File: src/rtl/mbag_pkg.sv
// Shared types, constants and the control store of the multiset bag table.
// Used by the channel interfaces, the sequencer and the top level; depends on nothing.
`default_nettype none

package mbag_pkg;

  // Field widths of the request and result channels.
  localparam int CMD_W = 2;
  localparam int VAL_W = 32;
  localparam int IDX_W = 10;
  localparam int CNT_W = 11;

  // Value returned by a read whose index is out of range.
  localparam logic signed [VAL_W-1:0] MISS_VALUE = -32'sd9999;

  // Request commands.
  typedef enum logic [CMD_W-1:0] {
    CMD_INSERT    = 2'd0,
    CMD_ERASE_ONE = 2'd1,
    CMD_ERASE_ALL = 2'd2,
    CMD_READ      = 2'd3
  } cmd_e;

  // Sequencer step numbers.
  typedef logic [3:0] step_t;
  localparam step_t STEP_IDLE    = 4'd0;
  localparam step_t STEP_INS     = 4'd1;
  localparam step_t STEP_INS_WR  = 4'd2;
  localparam step_t STEP_RD      = 4'd3;
  localparam step_t STEP_SC_TEST = 4'd4;
  localparam step_t STEP_SC_CMP  = 4'd5;
  localparam step_t STEP_SC_HIT  = 4'd6;
  localparam step_t STEP_SC_MOVE = 4'd7;
  localparam step_t STEP_EMIT    = 4'd8;

  // Branch conditions.
  typedef enum logic [2:0] {
    COND_ALWAYS,
    COND_IN_VALID,
    COND_FULL,
    COND_PTR_END,
    COND_MISS,
    COND_ERASE_ALL,
    COND_OUT_FREE
  } cond_e;

  // Memory read address select.
  typedef enum logic [1:0] {
    RD_NONE,
    RD_PTR,
    RD_LAST,
    RD_IDX
  } rd_sel_e;

  // Memory write select.
  typedef enum logic [1:0] {
    WR_NONE,
    WR_AT_CNT,
    WR_AT_PTR
  } wr_sel_e;

  typedef enum logic [1:0] {
    PTR_HOLD,
    PTR_CLEAR,
    PTR_INC_TAKEN
  } ptr_op_e;

  typedef enum logic [1:0] {
    CNT_HOLD,
    CNT_INC,
    CNT_DEC
  } cnt_op_e;

  typedef enum logic [1:0] {
    OK_HOLD,
    OK_CLEAR,
    OK_SET,
    OK_IDX
  } ok_op_e;

  // One control word of the program.
  typedef struct packed {
    logic    accept;   // step takes a new request
    logic    disp;     // taken branch goes to the command's routine
    logic    stay;     // untaken branch repeats this step
    logic    emit;     // taken branch loads the result register
    cond_e   cond;
    step_t   target;
    rd_sel_e rd_sel;
    wr_sel_e wr_sel;
    ptr_op_e ptr_op;
    cnt_op_e cnt_op;
    ok_op_e  ok_op;
  } ctrl_word_t;

  // Status from the datapath to the sequencer.
  typedef struct packed {
    logic in_valid;
    cmd_e cmd;
    logic full;
    logic ptr_end;
    logic miss;
    logic out_free;
  } seq_status_t;

  // Control from the sequencer to the datapath.
  typedef struct packed {
    ctrl_word_t cw;
    logic       taken;
  } seq_ctrl_t;

  function automatic ctrl_word_t cw(input logic accept, input logic disp,
                                    input logic stay, input logic emit,
                                    input cond_e cond, input step_t target,
                                    input rd_sel_e rd, input wr_sel_e wr,
                                    input ptr_op_e p, input cnt_op_e c,
                                    input ok_op_e o);
    ctrl_word_t w;
    w.accept = accept;
    w.disp   = disp;
    w.stay   = stay;
    w.emit   = emit;
    w.cond   = cond;
    w.target = target;
    w.rd_sel = rd;
    w.wr_sel = wr;
    w.ptr_op = p;
    w.cnt_op = c;
    w.ok_op  = o;
    return w;
  endfunction

  // The program. Erase scans slot by slot; a hit pulls the last entry into
  // the slot, and erase-all examines that slot again.
  function automatic ctrl_word_t rom_word(input step_t step);
    ctrl_word_t w;
    case (step)
      STEP_IDLE:    w = cw(1'b1, 1'b1, 1'b1, 1'b0, COND_IN_VALID, STEP_IDLE,
                           RD_NONE, WR_NONE, PTR_CLEAR, CNT_HOLD, OK_CLEAR);
      STEP_INS:     w = cw(1'b0, 1'b0, 1'b0, 1'b0, COND_FULL, STEP_EMIT,
                           RD_NONE, WR_NONE, PTR_HOLD, CNT_HOLD, OK_HOLD);
      STEP_INS_WR:  w = cw(1'b0, 1'b0, 1'b0, 1'b0, COND_ALWAYS, STEP_EMIT,
                           RD_NONE, WR_AT_CNT, PTR_HOLD, CNT_INC, OK_SET);
      STEP_RD:      w = cw(1'b0, 1'b0, 1'b0, 1'b0, COND_ALWAYS, STEP_EMIT,
                           RD_IDX, WR_NONE, PTR_HOLD, CNT_HOLD, OK_IDX);
      STEP_SC_TEST: w = cw(1'b0, 1'b0, 1'b0, 1'b0, COND_PTR_END, STEP_EMIT,
                           RD_PTR, WR_NONE, PTR_HOLD, CNT_HOLD, OK_HOLD);
      STEP_SC_CMP:  w = cw(1'b0, 1'b0, 1'b0, 1'b0, COND_MISS, STEP_SC_TEST,
                           RD_NONE, WR_NONE, PTR_INC_TAKEN, CNT_HOLD, OK_HOLD);
      STEP_SC_HIT:  w = cw(1'b0, 1'b0, 1'b0, 1'b0, COND_ALWAYS, STEP_SC_MOVE,
                           RD_LAST, WR_NONE, PTR_HOLD, CNT_DEC, OK_SET);
      STEP_SC_MOVE: w = cw(1'b0, 1'b0, 1'b0, 1'b0, COND_ERASE_ALL, STEP_SC_TEST,
                           RD_NONE, WR_AT_PTR, PTR_HOLD, CNT_HOLD, OK_HOLD);
      STEP_EMIT:    w = cw(1'b0, 1'b0, 1'b1, 1'b1, COND_OUT_FREE, STEP_IDLE,
                           RD_NONE, WR_NONE, PTR_HOLD, CNT_HOLD, OK_HOLD);
      default:      w = cw(1'b0, 1'b0, 1'b0, 1'b0, COND_ALWAYS, STEP_IDLE,
                           RD_NONE, WR_NONE, PTR_HOLD, CNT_HOLD, OK_HOLD);
    endcase
    return w;
  endfunction

  // Entry step of each command's routine.
  function automatic step_t disp_target(input cmd_e cmd);
    step_t s;
    case (cmd)
      CMD_INSERT:    s = STEP_INS;
      CMD_ERASE_ONE: s = STEP_SC_TEST;
      CMD_ERASE_ALL: s = STEP_SC_TEST;
      CMD_READ:      s = STEP_RD;
      default:       s = STEP_IDLE;
    endcase
    return s;
  endfunction

endpackage

`default_nettype wire

File: src/rtl/mbag_seq.sv
// Microcode sequencer of the multiset bag table: step counter, program store
// lookup and branch logic. Depends on mbag_pkg.
`default_nettype none

module mbag_seq (
  input  wire                  clk,
  input  wire                  rst_n,
  input  mbag_pkg::seq_status_t status,
  output mbag_pkg::seq_ctrl_t   ctrl
);
  import mbag_pkg::*;

  step_t      step_r;
  step_t      step_nxt;
  ctrl_word_t word;
  logic       taken;

  // Fetch the control word of the current step.
  assign word = rom_word(step_r);

  // Evaluate the branch condition.
  always_comb begin
    case (word.cond)
      COND_ALWAYS:    taken = 1'b1;
      COND_IN_VALID:  taken = status.in_valid;
      COND_FULL:      taken = status.full;
      COND_PTR_END:   taken = status.ptr_end;
      COND_MISS:      taken = status.miss;
      COND_ERASE_ALL: taken = (status.cmd == CMD_ERASE_ALL);
      COND_OUT_FREE:  taken = status.out_free;
      default:        taken = 1'b0;
    endcase
  end

  // Next step: branch target, dispatch by command, hold or fall through.
  always_comb begin
    if (taken) begin
      step_nxt = word.disp ? disp_target(status.cmd) : word.target;
    end else if (word.stay) begin
      step_nxt = step_r;
    end else begin
      step_nxt = step_r + step_t'(1);
    end
  end

  always_ff @(posedge clk) begin
    if (!rst_n) begin
      step_r <= STEP_IDLE;
    end else begin
      step_r <= step_nxt;
    end
  end

  assign ctrl = '{cw: word, taken: taken};

endmodule

`default_nettype wire

File: config.mk
export PLATFORM = sky130hd
export DESIGN_NAME = mbag_seq
export DESIGN_NICKNAME = d
export VERILOG_FILES = /design/src/rtl/mbag_pkg.sv /design/src/rtl/mbag_seq.sv
export SDC_FILE = /design/constraint.sdc
export NUM_CORES = 1
export LEC_CHECK = 0
export ABC_AREA = 1
export BUFFER_PORTS_ARGS = -buffer_cell sky130_fd_sc_hd__clkbuf_2
export CAP_MARGIN = 20
export CELL_PAD_IN_SITES_DETAIL_PLACEMENT = 2
export CELL_PAD_IN_SITES_GLOBAL_PLACEMENT = 2
export CORE_UTILIZATION = 28
export DETAILED_ROUTE_END_ITERATION = 8
export PLACE_DENSITY = 0.9
export RECOVER_POWER = 50
export SYNTH_ARGS = -nofsm -noshare
export SYNTH_HDL_FRONTEND = slang
export SYNTH_SLANG_ARGS = --single-unit
File: constraint.sdc
create_clock -name clk -period 2.3 [get_ports clk]
set_clock_uncertainty 0.2 [all_clocks]
set_input_delay 0.115 -clock clk [delete_from_list [all_inputs] [get_ports clk]]
set_output_delay 0.115 -clock clk [all_outputs]
set_load 0.01 [all_outputs]
==> impl_metrics.env, run 1 <==
export IMPL_avgViaCountPerCell=4.385
export IMPL_cts_buffers=3
export IMPL_synth_avg_cell_area_um2=8.020
export IMPL_synth_common_cells="29 x nand2_1, 20 x dfxtp_1, 15 x inv_1"
export IMPL_wire_per_inst_um=13.01
export IMPL_overflow=0
export IMPL_synth_edf_count=0
export IMPL_worst_setup_path_start_kind="flip-flop"
export IMPL_cts_tree="yes"
export IMPL_cts_root_buf="clkbuf_4"
export IMPL_grt_pass1_wl_mm=4.491
export IMPL_hp_class="in2reg"
export IMPL_drcViolationCount=0
export IMPL_setup_viol=0
export IMPL_place_inst=197
export IMPL_p_leak_nw=0.6320
export IMPL_cp_top_family="simple AND/OR/NAND/NOR gates"
export IMPL_htree_levels=1
export IMPL_dr_pass1_iters=4
export IMPL_vdd_drop_max_mv=0.5812
export IMPL_yosys_register_bits=20
export IMPL_cellPowerDensity_nw_per_um2=1570
export IMPL_critPathArrivalTime_ns=2.13
export IMPL_wirelength_mm=2.668
export IMPL_syn_to_final_growth_pct=21.62
export IMPL_antennaDiodeCount=0
export IMPL_die_height_um=62.31
export IMPL_io_buffer_count=30
export IMPL_pin_count=31
export IMPL_rows=21
export IMPL_drtIter0Drc=9
export IMPL_cap_viol_max_count=0
export IMPL_timing_final_crit_share_pct=92.35
export IMPL_max_freq_mhz=470.8
export IMPL_async_flop_share_pct=0
export IMPL_slew_violations=0
export IMPL_yosysSeqAreaShare_pct=39.31
export IMPL_synth_cell_type_count=24
export IMPL_clock_latency_ns=0.30
export IMPL_crit_buf_inv=2
export IMPL_die_width_um=62.31
export IMPL_vias=899
export IMPL_final_cells=205
export IMPL_antenna_found_initial=0
export IMPL_track_usage_pct=14.66
export IMPL_dieArea_um2=3883
export IMPL_grt_pass1_vias=978
export IMPL_gp_congestion=0.8150
export IMPL_syn_num_nets=144
export IMPL_fin_tns_setup_ns=0
export IMPL_slowest_delay_ns=0.37
export IMPL_cp_max_fo=7
export IMPL_drive_gt1_share_pct=24.53
export IMPL_core_area_um2=3416
export IMPL_clock_sinks=20
export IMPL_syn_inst=127
export IMPL_synth_area_leader_cell="dfxtp_1"
export IMPL_maxSlewHeadroom_pct=83.52
export IMPL_synth_top_area_share_pct=39.31
export IMPL_final_antenna_net_count=0
export IMPL_ys_warn_count=0
export IMPL_slowest_stage="dfxtp_2"
export IMPL_synth_area_um2=1018
export IMPL_end_kind="flip-flop"
export IMPL_synth_most_common_cell="nand2_1"
export IMPL_tightest_slew_ns=0.2472
export IMPL_fin_crit_ns=2.124
export IMPL_crit_type="reg2reg"
export IMPL_hpwl_mm=2.144
export IMPL_outcome="complete, no violations"
export IMPL_cts_path_max_buffers=2
export IMPL_crit_top_cell="nand2_1"
export IMPL_cp_required_ns=2.31
export IMPL_synthFlopType="dfxtp_1"
export IMPL_nets=177
export IMPL_synth_area_top_cells="dfxtp_1 39%, nand2_1 11%, ha_1 9.8%"
export IMPL_initial_utilization_pct=29.82
export IMPL_path_clk_slew_ns=0.12
export IMPL_grt_max_degree=12
export IMPL_hold_violations=0
export IMPL_cp_cell_sequence="nor2_1 > nor2_1 > a21oi_4 > nand2_4 > nand2_1 > o21ai_1 > nor2_2 > inv_1 > ha_1 > nand2_1 > inv_2 > nand2_2 > nand2_1"
## sequential cells by signal, summed over array words and instances, names as in the netlist
| register | flops |
|---|---|
| word | 16 |
| step_r | 4 |
## repair_timing
| action | in CTS | in global routing |
|---|---|---|
| setup buffers | 0 | 3 |
| hold buffers | 1 | 0 |
| endpoints found under the hold margin | 2 | 0 |
| gates resized for setup | 2 | 3 |
| pin swaps | 0 | 4 |
| setup endpoints to repair | 2 | 5 |
## final timing paths
path	cells after the start	slack (ns)	endpoint	from
hold / removal	6	0.22	step_r[0]	status[5]
setup / recovery	13	0.18	word[15]	word[15]
setup reg to reg	13	0.18	word[15]	word[15]
hold reg to reg	3	0.49	word[12]	word[13]
## tightest hold or removal path: stages
cell      delay (ns)
clkbuf_2        0.09
ha_1            0.12
nor2_1          0.05
nor2_1          0.12
nor2_2          0.08
nor2_1          0.11
## stage by stage
stage	setup slack, ns	utilization (%)	hold slack, ns	total power (W)	area, um2
finish	0.1759	36.26	0.2168	0.001944	1239
global route	-0.02988	36.26	0.2495	0.002130	1239
CTS	0.03493	36.01	0.2259	0.001950	1230
detailed placement	0.02919	34.58	0.3022	0.001716	1181
global placement	0.1570	34.58	0.2943	0.001642	1181
floorplan	0.2896	-	0.05245	0.001397	1018
## where the power goes
part,internal [W],switching [W],total [W]
Clock,0.0000966,0.000115,0.000212
Combinational,0.000400,0.000746,0.00115
Sequential,0.000493,0.0000934,0.000586
## cells by family after synthesis
| group | synth area share (%) |
|---|---|
| simple gates | 34.03 |
| buf+inv | 11.42 |
| flops | 39.31 |
| fa+ha+maj | 9.828 |
| compound gates | 4.545 |
| xor+xnor | 0.8601 |
## layer usage
metal | track usage, % | up-vias | routed length (um)
met5 | 0 | - | 0
met2 | 28.16 | 19 | 1415
li1 | - | 448 | -
met4 | 3.488 | 0 | 22
met1 | 16.18 | 428 | 1134
met3 | 3.125 | 4 | 96
## layout make-up
class,count,area [um2]
sequential,20,405.4
clock buffer,4,36.28
multi-input combinational,82,509.2
timing repair buffer,34,158.9
inverter,19,71.32
tap,46,57.56
fill,425,2177
## cell usage in the layout (no fill, tap or decap), types with 2 or more instances in the layout
cell type,instances
nand2_1,29
clkbuf_1,19
dfxtp_1,18
inv_1,15
nor2_1,12
clkbuf_2,11
ha_1,8
nand2_2,5
nand3_1,5
inv_2,3
nand3b_1,3
nand2_4,3
nor2_2,3
clkbuf_4,3
buf_4,3
o21bai_1,2
o21ai_1,2
nand4_1,2
Power figures use the tool's default switching activity.
==> run 2: changes to the inputs <==
ABC_AREA = not set   (was 1)
BUFFER_PORTS_ARGS = -buffer_cell sky130_fd_sc_hd__buf_2   (was -buffer_cell sky130_fd_sc_hd__clkbuf_2)
CORE_UTILIZATION = 30   (was 28)
PLACE_DENSITY = 0.88   (was 0.9)
==> impl_metrics.env, run 2 <==
export IMPL_hpwl_mm=2.666
export IMPL_cts_buffers=3
export IMPL_hp_class="in2reg"
export IMPL_syn_to_final_growth_pct=30.11
export IMPL_synth_area_leader_cell="dfxtp_1"
export IMPL_pin_count=31
export IMPL_synth_most_common_cell="dfxtp_1"
export IMPL_hold_start="rst_n"
export IMPL_drcViolationCount=0
export IMPL_synthFlopType="dfxtp_1"
export IMPL_placed_area_um2=1328
export IMPL_layout_common_cells="21 x buf_2, 18 x dfxtp_1, 10 x buf_4, 9 x nor2_1, 9 x clkbuf_1"
export IMPL_vdd_drop_max_mv=0.4766
export IMPL_timing_final_crit_share_pct=99.88
export IMPL_layout_setup_ws_ns=0.002730
export IMPL_grt_max_degree=16
export IMPL_p_leak_nw=0.6435
export IMPL_synth_edf_count=0
export IMPL_r2r_cells=8
export IMPL_outcome="complete, no violations"
export IMPL_path_clk_slew_ns=0.08
export IMPL_grt_pass1_vias=1138
export IMPL_io_buffer_count=30
export IMPL_wire_per_inst_um=18.34
export IMPL_crit_type="reg2reg"
export IMPL_fin_crit_ns=2.297
export IMPL_cp_max_fo=6
export IMPL_pre_cts_slack_ns=-0.2298
export IMPL_slew_violations=0
export IMPL_setup_viol=0
export IMPL_max_freq_mhz=435.3
export IMPL_nets=171
export IMPL_htree_levels=1
export IMPL_cp_required_ns=2.24
export IMPL_maxSlewHeadroom_pct=66.38
export IMPL_avgViaCountPerCell=5.040
export IMPL_cts_path_max_buffers=2
export IMPL_holdPathStages=2
export IMPL_grt_pass1_wl_mm=5.871
export IMPL_die_width_um=63.61
export IMPL_gp_congestion=0.8777
export IMPL_cap_viol_max_count=0
export IMPL_rr_startpoint="word[15]"
export IMPL_worst_setup_path_start_kind="flip-flop"
export IMPL_initial_utilization_pct=31.10
export IMPL_die_height_um=63.61
export IMPL_async_flop_share_pct=0
export IMPL_cts_tree="yes"
export IMPL_worstHoldEndpoint="step_r[0]"
export IMPL_clock_sinks=20
export IMPL_antennaDiodeCount=0
export IMPL_synth_cell_type_count=40
export IMPL_syn_num_nets=136
export IMPL_drive_gt1_share_pct=37.25
export IMPL_rsz0062_at_grt="true"
export IMPL_rr_endpoint="word[15]"
export IMPL_hold_violations=0
export IMPL_fill_cells=397
export IMPL_synth_area_um2=1139
export IMPL_syn_inst=119
export IMPL_yosysSeqAreaShare_pct=35.16
export IMPL_cts_root_buf="clkbuf_8"
export IMPL_track_usage_pct=19.41
export IMPL_final_antenna_net_count=0
export IMPL_core_area_um2=3661
export IMPL_yosys_register_bits=20
export IMPL_overflow=0
export IMPL_vias=1013
export IMPL_critPathArrivalTime_ns=2.24
export IMPL_rrSetupSlack_ns=0.003
export IMPL_synth_common_cells="20 x dfxtp_1, 9 x nor2_1, 8 x ha_1, 8 x inv_1"
export IMPL_synth_area_top_cells="dfxtp_1 35%, ha_1 8.8%, mux2i_1 5.3%"
export IMPL_cellPowerDensity_nw_per_um2=1434
export IMPL_synth_avg_cell_area_um2=9.568
export IMPL_ys_warn_count=0
export IMPL_holdBufCountCts=0
export IMPL_wirelength_mm=3.686
export IMPL_end_kind="flip-flop"
export IMPL_largest_reg_flops=16
export IMPL_tightest_slew_ns=0.5000
export IMPL_final_area_um2=1481
export IMPL_dieArea_um2=4046
export IMPL_clock_latency_ns=0.26
export IMPL_antenna_found_initial=0
export IMPL_dr_pass1_iters=4
export IMPL_synth_top_area_share_pct=35.16
export IMPL_final_common_cell="buf_2"
export IMPL_drtIter0Drc=21
export IMPL_rows=22
## run 2: power breakdown
group	internal, W	leakage, nW	switching [W]
registers	0.000469	0.165	0.000143
logic	0.000533	0.443	0.000619
clock network	0.000233	0.0357	0.000126
## run 2: metal layers
layer | global-route usage (%) | up-vias | wire length (um)
met4 | 7.955 | 0 | 105
met2 | 35.51 | 24 | 1923
met3 | 1.630 | 9 | 111
met1 | 22.86 | 496 | 1545
met5 | 0 | - | 0
li1 | - | 484 | -
## run 2: worst max-delay path by stage
stage                    from  endpoint  slack [ns]
floorplan            word[15]  word[15]       0.005
global placement    status[4]  word[15]       -0.06
detailed placement  status[4]  word[15]       -0.23
CTS                  word[15]  word[15]      -0.007
global route         word[15]   word[8]       -0.07
finish               word[15]  word[15]       0.003
## run 2: cell families (layout without fill, tap and decap cells)
kind of cell / count (synthesis) / count (layout) / synth area share, %
AND/OR/NAND/NOR: 36 / 36 / 18.79
multiplexers: 8 / 8 / 8.571
adder cells (fa/ha/maj): 8 / 8 / 8.792
buffers and inverters: 18 / 52 / 9.560
flip-flops: 20 / 20 / 35.16
XOR/XNOR: 5 / 5 / 3.846
AO/OA/AOI/OAI: 24 / 24 / 15.28
## run 2: repair_timing
action | in CTS | in global routing
endpoints found under the setup margin | 13 | 13
resized for setup | 9 | 9
pin swaps | 2 | 4
buffers inserted | 1 | 2
## run 2: final cells by class
class                           count  area, um2  area share (%)
Tap cell                           48      60.06           4.054
Clock buffer                        3      41.29           2.787
Clock inverter                      1      30.03           2.027
Multi-Input combinational cell     81      700.7           47.30
Timing Repair Buffer               40      214.0           14.44
Sequential cell                    20      405.4           27.36
Inverter                            8      30.03           2.027
## run 2: per-stage QoR
| step | setup TNS [ns] | hold WS (ns) | utilization [%] | total power, W | instances |
|---|---|---|---|---|---|
| floorplan | 0 | 0.07519 | - | 0.001261 | 119 |
| global placement | -0.1124 | 0.3119 | 36.26 | 0.001495 | 194 |
| detailed placement | -2.135 | 0.3170 | 36.26 | 0.001559 | 194 |
| CTS | -0.006801 | 0.06216 | 39.30 | 0.002034 | 199 |
| global route | -0.3279 | 0.08975 | 40.46 | 0.002247 | 201 |
| finish | 0 | 0.07532 | 40.46 | 0.002124 | 201 |
## run 2: critical path, cell delays in order, from the launching register on
cell and delay (ns):
dfxtp_4 0.38, and4b_2 0.25, nor3_4 0.19, and2_4 0.23, mux2i_4 0.29, nand2_2 0.13
ha_4 0.21, o211ai_1 0.15, o221ai_2 0.14
==> run 3: changes to the inputs <==
PLACE_DENSITY = 0.75   (was 0.88)
==> impl_metrics.env, run 3 (synthesis gave the netlist of run 2 again) <==
export IMPL_outcome="complete, no violations"
export IMPL_p_sw_w=0.0008789
export IMPL_antennaDiodeCount=0
export IMPL_grt_max_degree=16
export IMPL_rsz0062_at_grt="true"
export IMPL_final_area_um2=1491
export IMPL_htree_levels=1
export IMPL_tightest_slew_ns=0.4082
export IMPL_initial_utilization_pct=31.10
export IMPL_layout_common_cells="18 x buf_2, 18 x dfxtp_1, 13 x buf_4, 12 x clkbuf_1, 9 x nor2_1"
export IMPL_grtUsageMet1_pct=21.73
export IMPL_cellPowerDensity_nw_per_um2=1376
export IMPL_critPathCapture="word[15]"
export IMPL_largest_reg_flops=16
export IMPL_slew_violations=0
export IMPL_vias=1032
export IMPL_rr_endpoint="word[15]"
export IMPL_die_width_um=63.61
export IMPL_syn_to_final_growth_pct=30.99
export IMPL_cap_viol_max_count=0
export IMPL_slowest_stage="dfxtp_4"
export IMPL_fin_tns_setup_ns=0
export IMPL_p_clk_share_pct=13.1
export IMPL_path_clk_slew_ns=0.07
export IMPL_avgViaCountPerCell=5.059
export IMPL_cts_buffers=3
export IMPL_end_kind="flip-flop"
export IMPL_io_buffer_count=30
export IMPL_drtIter0Drc=36
export IMPL_final_cells=204
export IMPL_wire_per_inst_um=17.88
export IMPL_timing_final_crit_share_pct=97.32
export IMPL_p_leak_nw=0.6386
export IMPL_cp_required_ns=2.23
export IMPL_grt_pass1_vias=1116
export IMPL_sequentialPowerShare_pct=30.0
export IMPL_grtUsageMet2_pct=33.91
export IMPL_placed_area_um2=1335
export IMPL_cts_root_buf="clkbuf_8"
export IMPL_setup_viol=0
export IMPL_swShare_pct=42.84
export IMPL_dr_pass1_iters=4
export IMPL_fin_crit_ns=2.238
export IMPL_drcViolationCount=0
export IMPL_max_freq_mhz=446.8
export IMPL_rrSetupSlack_ns=0.06
export IMPL_rows=22
export IMPL_core_area_um2=3661
export IMPL_worst_setup_path_start_kind="flip-flop"
export IMPL_drive_gt1_share_pct=35.90
export IMPL_grt_use_met3_pct=3.261
export IMPL_place_inst=195
export IMPL_gp_congestion=0.8031
export IMPL_rr_startpoint="word[15]"
export IMPL_hold_violations=0
export IMPL_p_int_w=0.001173
export IMPL_hp_class="in2reg"
export IMPL_r2r_cells=8
export IMPL_maxSlewHeadroom_pct=72.01
export IMPL_cp_max_fo=6
export IMPL_final_antenna_net_count=0
export IMPL_pwr_share_comb_pct=56.9
export IMPL_grt_pass1_wl_mm=5.782
export IMPL_overflow=0
export IMPL_hpwl_mm=2.564
export IMPL_cts_path_max_buffers=2
export IMPL_critPathArrivalTime_ns=2.17
export IMPL_pin_count=31
export IMPL_final_util_pct=40.74
export IMPL_busiest_layer="met2"
export IMPL_vdd_drop_max_mv=0.6372
export IMPL_nets=174
export IMPL_crit_type="reg2reg"
export IMPL_critPathLaunch="word[15]"
export IMPL_clock_sinks=20
export IMPL_dieArea_um2=4046
export IMPL_power_w=0.002052
export IMPL_wirelength_mm=3.648
export IMPL_antenna_found_initial=0
export IMPL_die_height_um=63.61
export IMPL_cp_cell_sequence="and4b_2 > nor3_4 > and2_4 > mux2i_4 > nand2_2 > ha_4 > o2111ai_1 > o221ai_1"
export IMPL_slowest_delay_ns=0.38
export IMPL_clock_latency_ns=0.26
export IMPL_track_usage_pct=18.83
export IMPL_cts_tree="yes"
run 3: power groups by stage:
| stage | clock network (W) | registers (W) | logic [W] |
|---|---|---|---|
| floorplan | 0 | 0.000608 | 0.000653 |
| global placement | 0 | 0.000602 | 0.000901 |
| global route | 0.000288 | 0.000636 | 0.00127 |
| detailed placement | 0 | 0.000613 | 0.000940 |
| finish | 0.000269 | 0.000615 | 0.00117 |
| CTS | 0.000270 | 0.000608 | 0.00103 |
run 3: per-stage QoR:
stage / hold slack, ns / setup WS, ns
4_1_cts: 0.07383 / 0.002215
5_1_grt: 0.1250 / -0.01397
3_5_place_dp: 0.3129 / -0.1860
6_report: 0.1076 / 0.06175
3_3_place_gp: 0.3156 / -0.09510
2_1_floorplan: 0.07519 / 0.005074
run 3: worst max-delay path: cells and delay by family, from the launching register on:
kind	cells	cell delay (ns)
adder cells (fa/ha/maj)	1	0.20
AO/OA/AOI/OAI	2	0.25
multiplexers	1	0.29
flip-flops	1	0.38
AND/OR/NAND/NOR	4	0.78
run 3: layer usage:
| layer | vias up | wire (um) |
|---|---|---|
| met1 | 519 | 1515 |
| li1 | 488 | - |
| met4 | 0 | 34 |
| met3 | 4 | 114 |
| met2 | 21 | 1983 |
| met5 | - | 0 |
run 3: layout make-up:
type / count / area (um2)
fill: 413 / 2170
multi-input combinational: 81 / 708.2
sequential: 20 / 405.4
timing repair buffer: 43 / 232.7
tap: 48 / 60.06
clock buffer: 4 / 55.05
inverter: 8 / 30.03
run 3: how the worst min path moves through the flow:
stage / from / end / slack (ns) / cells after the start
finish: rst_n / step_r[0] / 0.11 / 2
global route: rst_n / step_r[0] / 0.13 / 2
CTS: rst_n / step_r[0] / 0.07 / 2
detailed placement: word[1] / ctrl[2] / 0.31 / 1
global placement: word[0] / ctrl[1] / 0.32 / 1
floorplan: rst_n / step_r[3] / 0.08 / 2
run 3: timing repair:
item                       CTS  global route
pin swaps                    0             3
setup buffers                1             4
hold buffers                 0             0
gates resized for setup      7            10
setup endpoints to repair   13            13
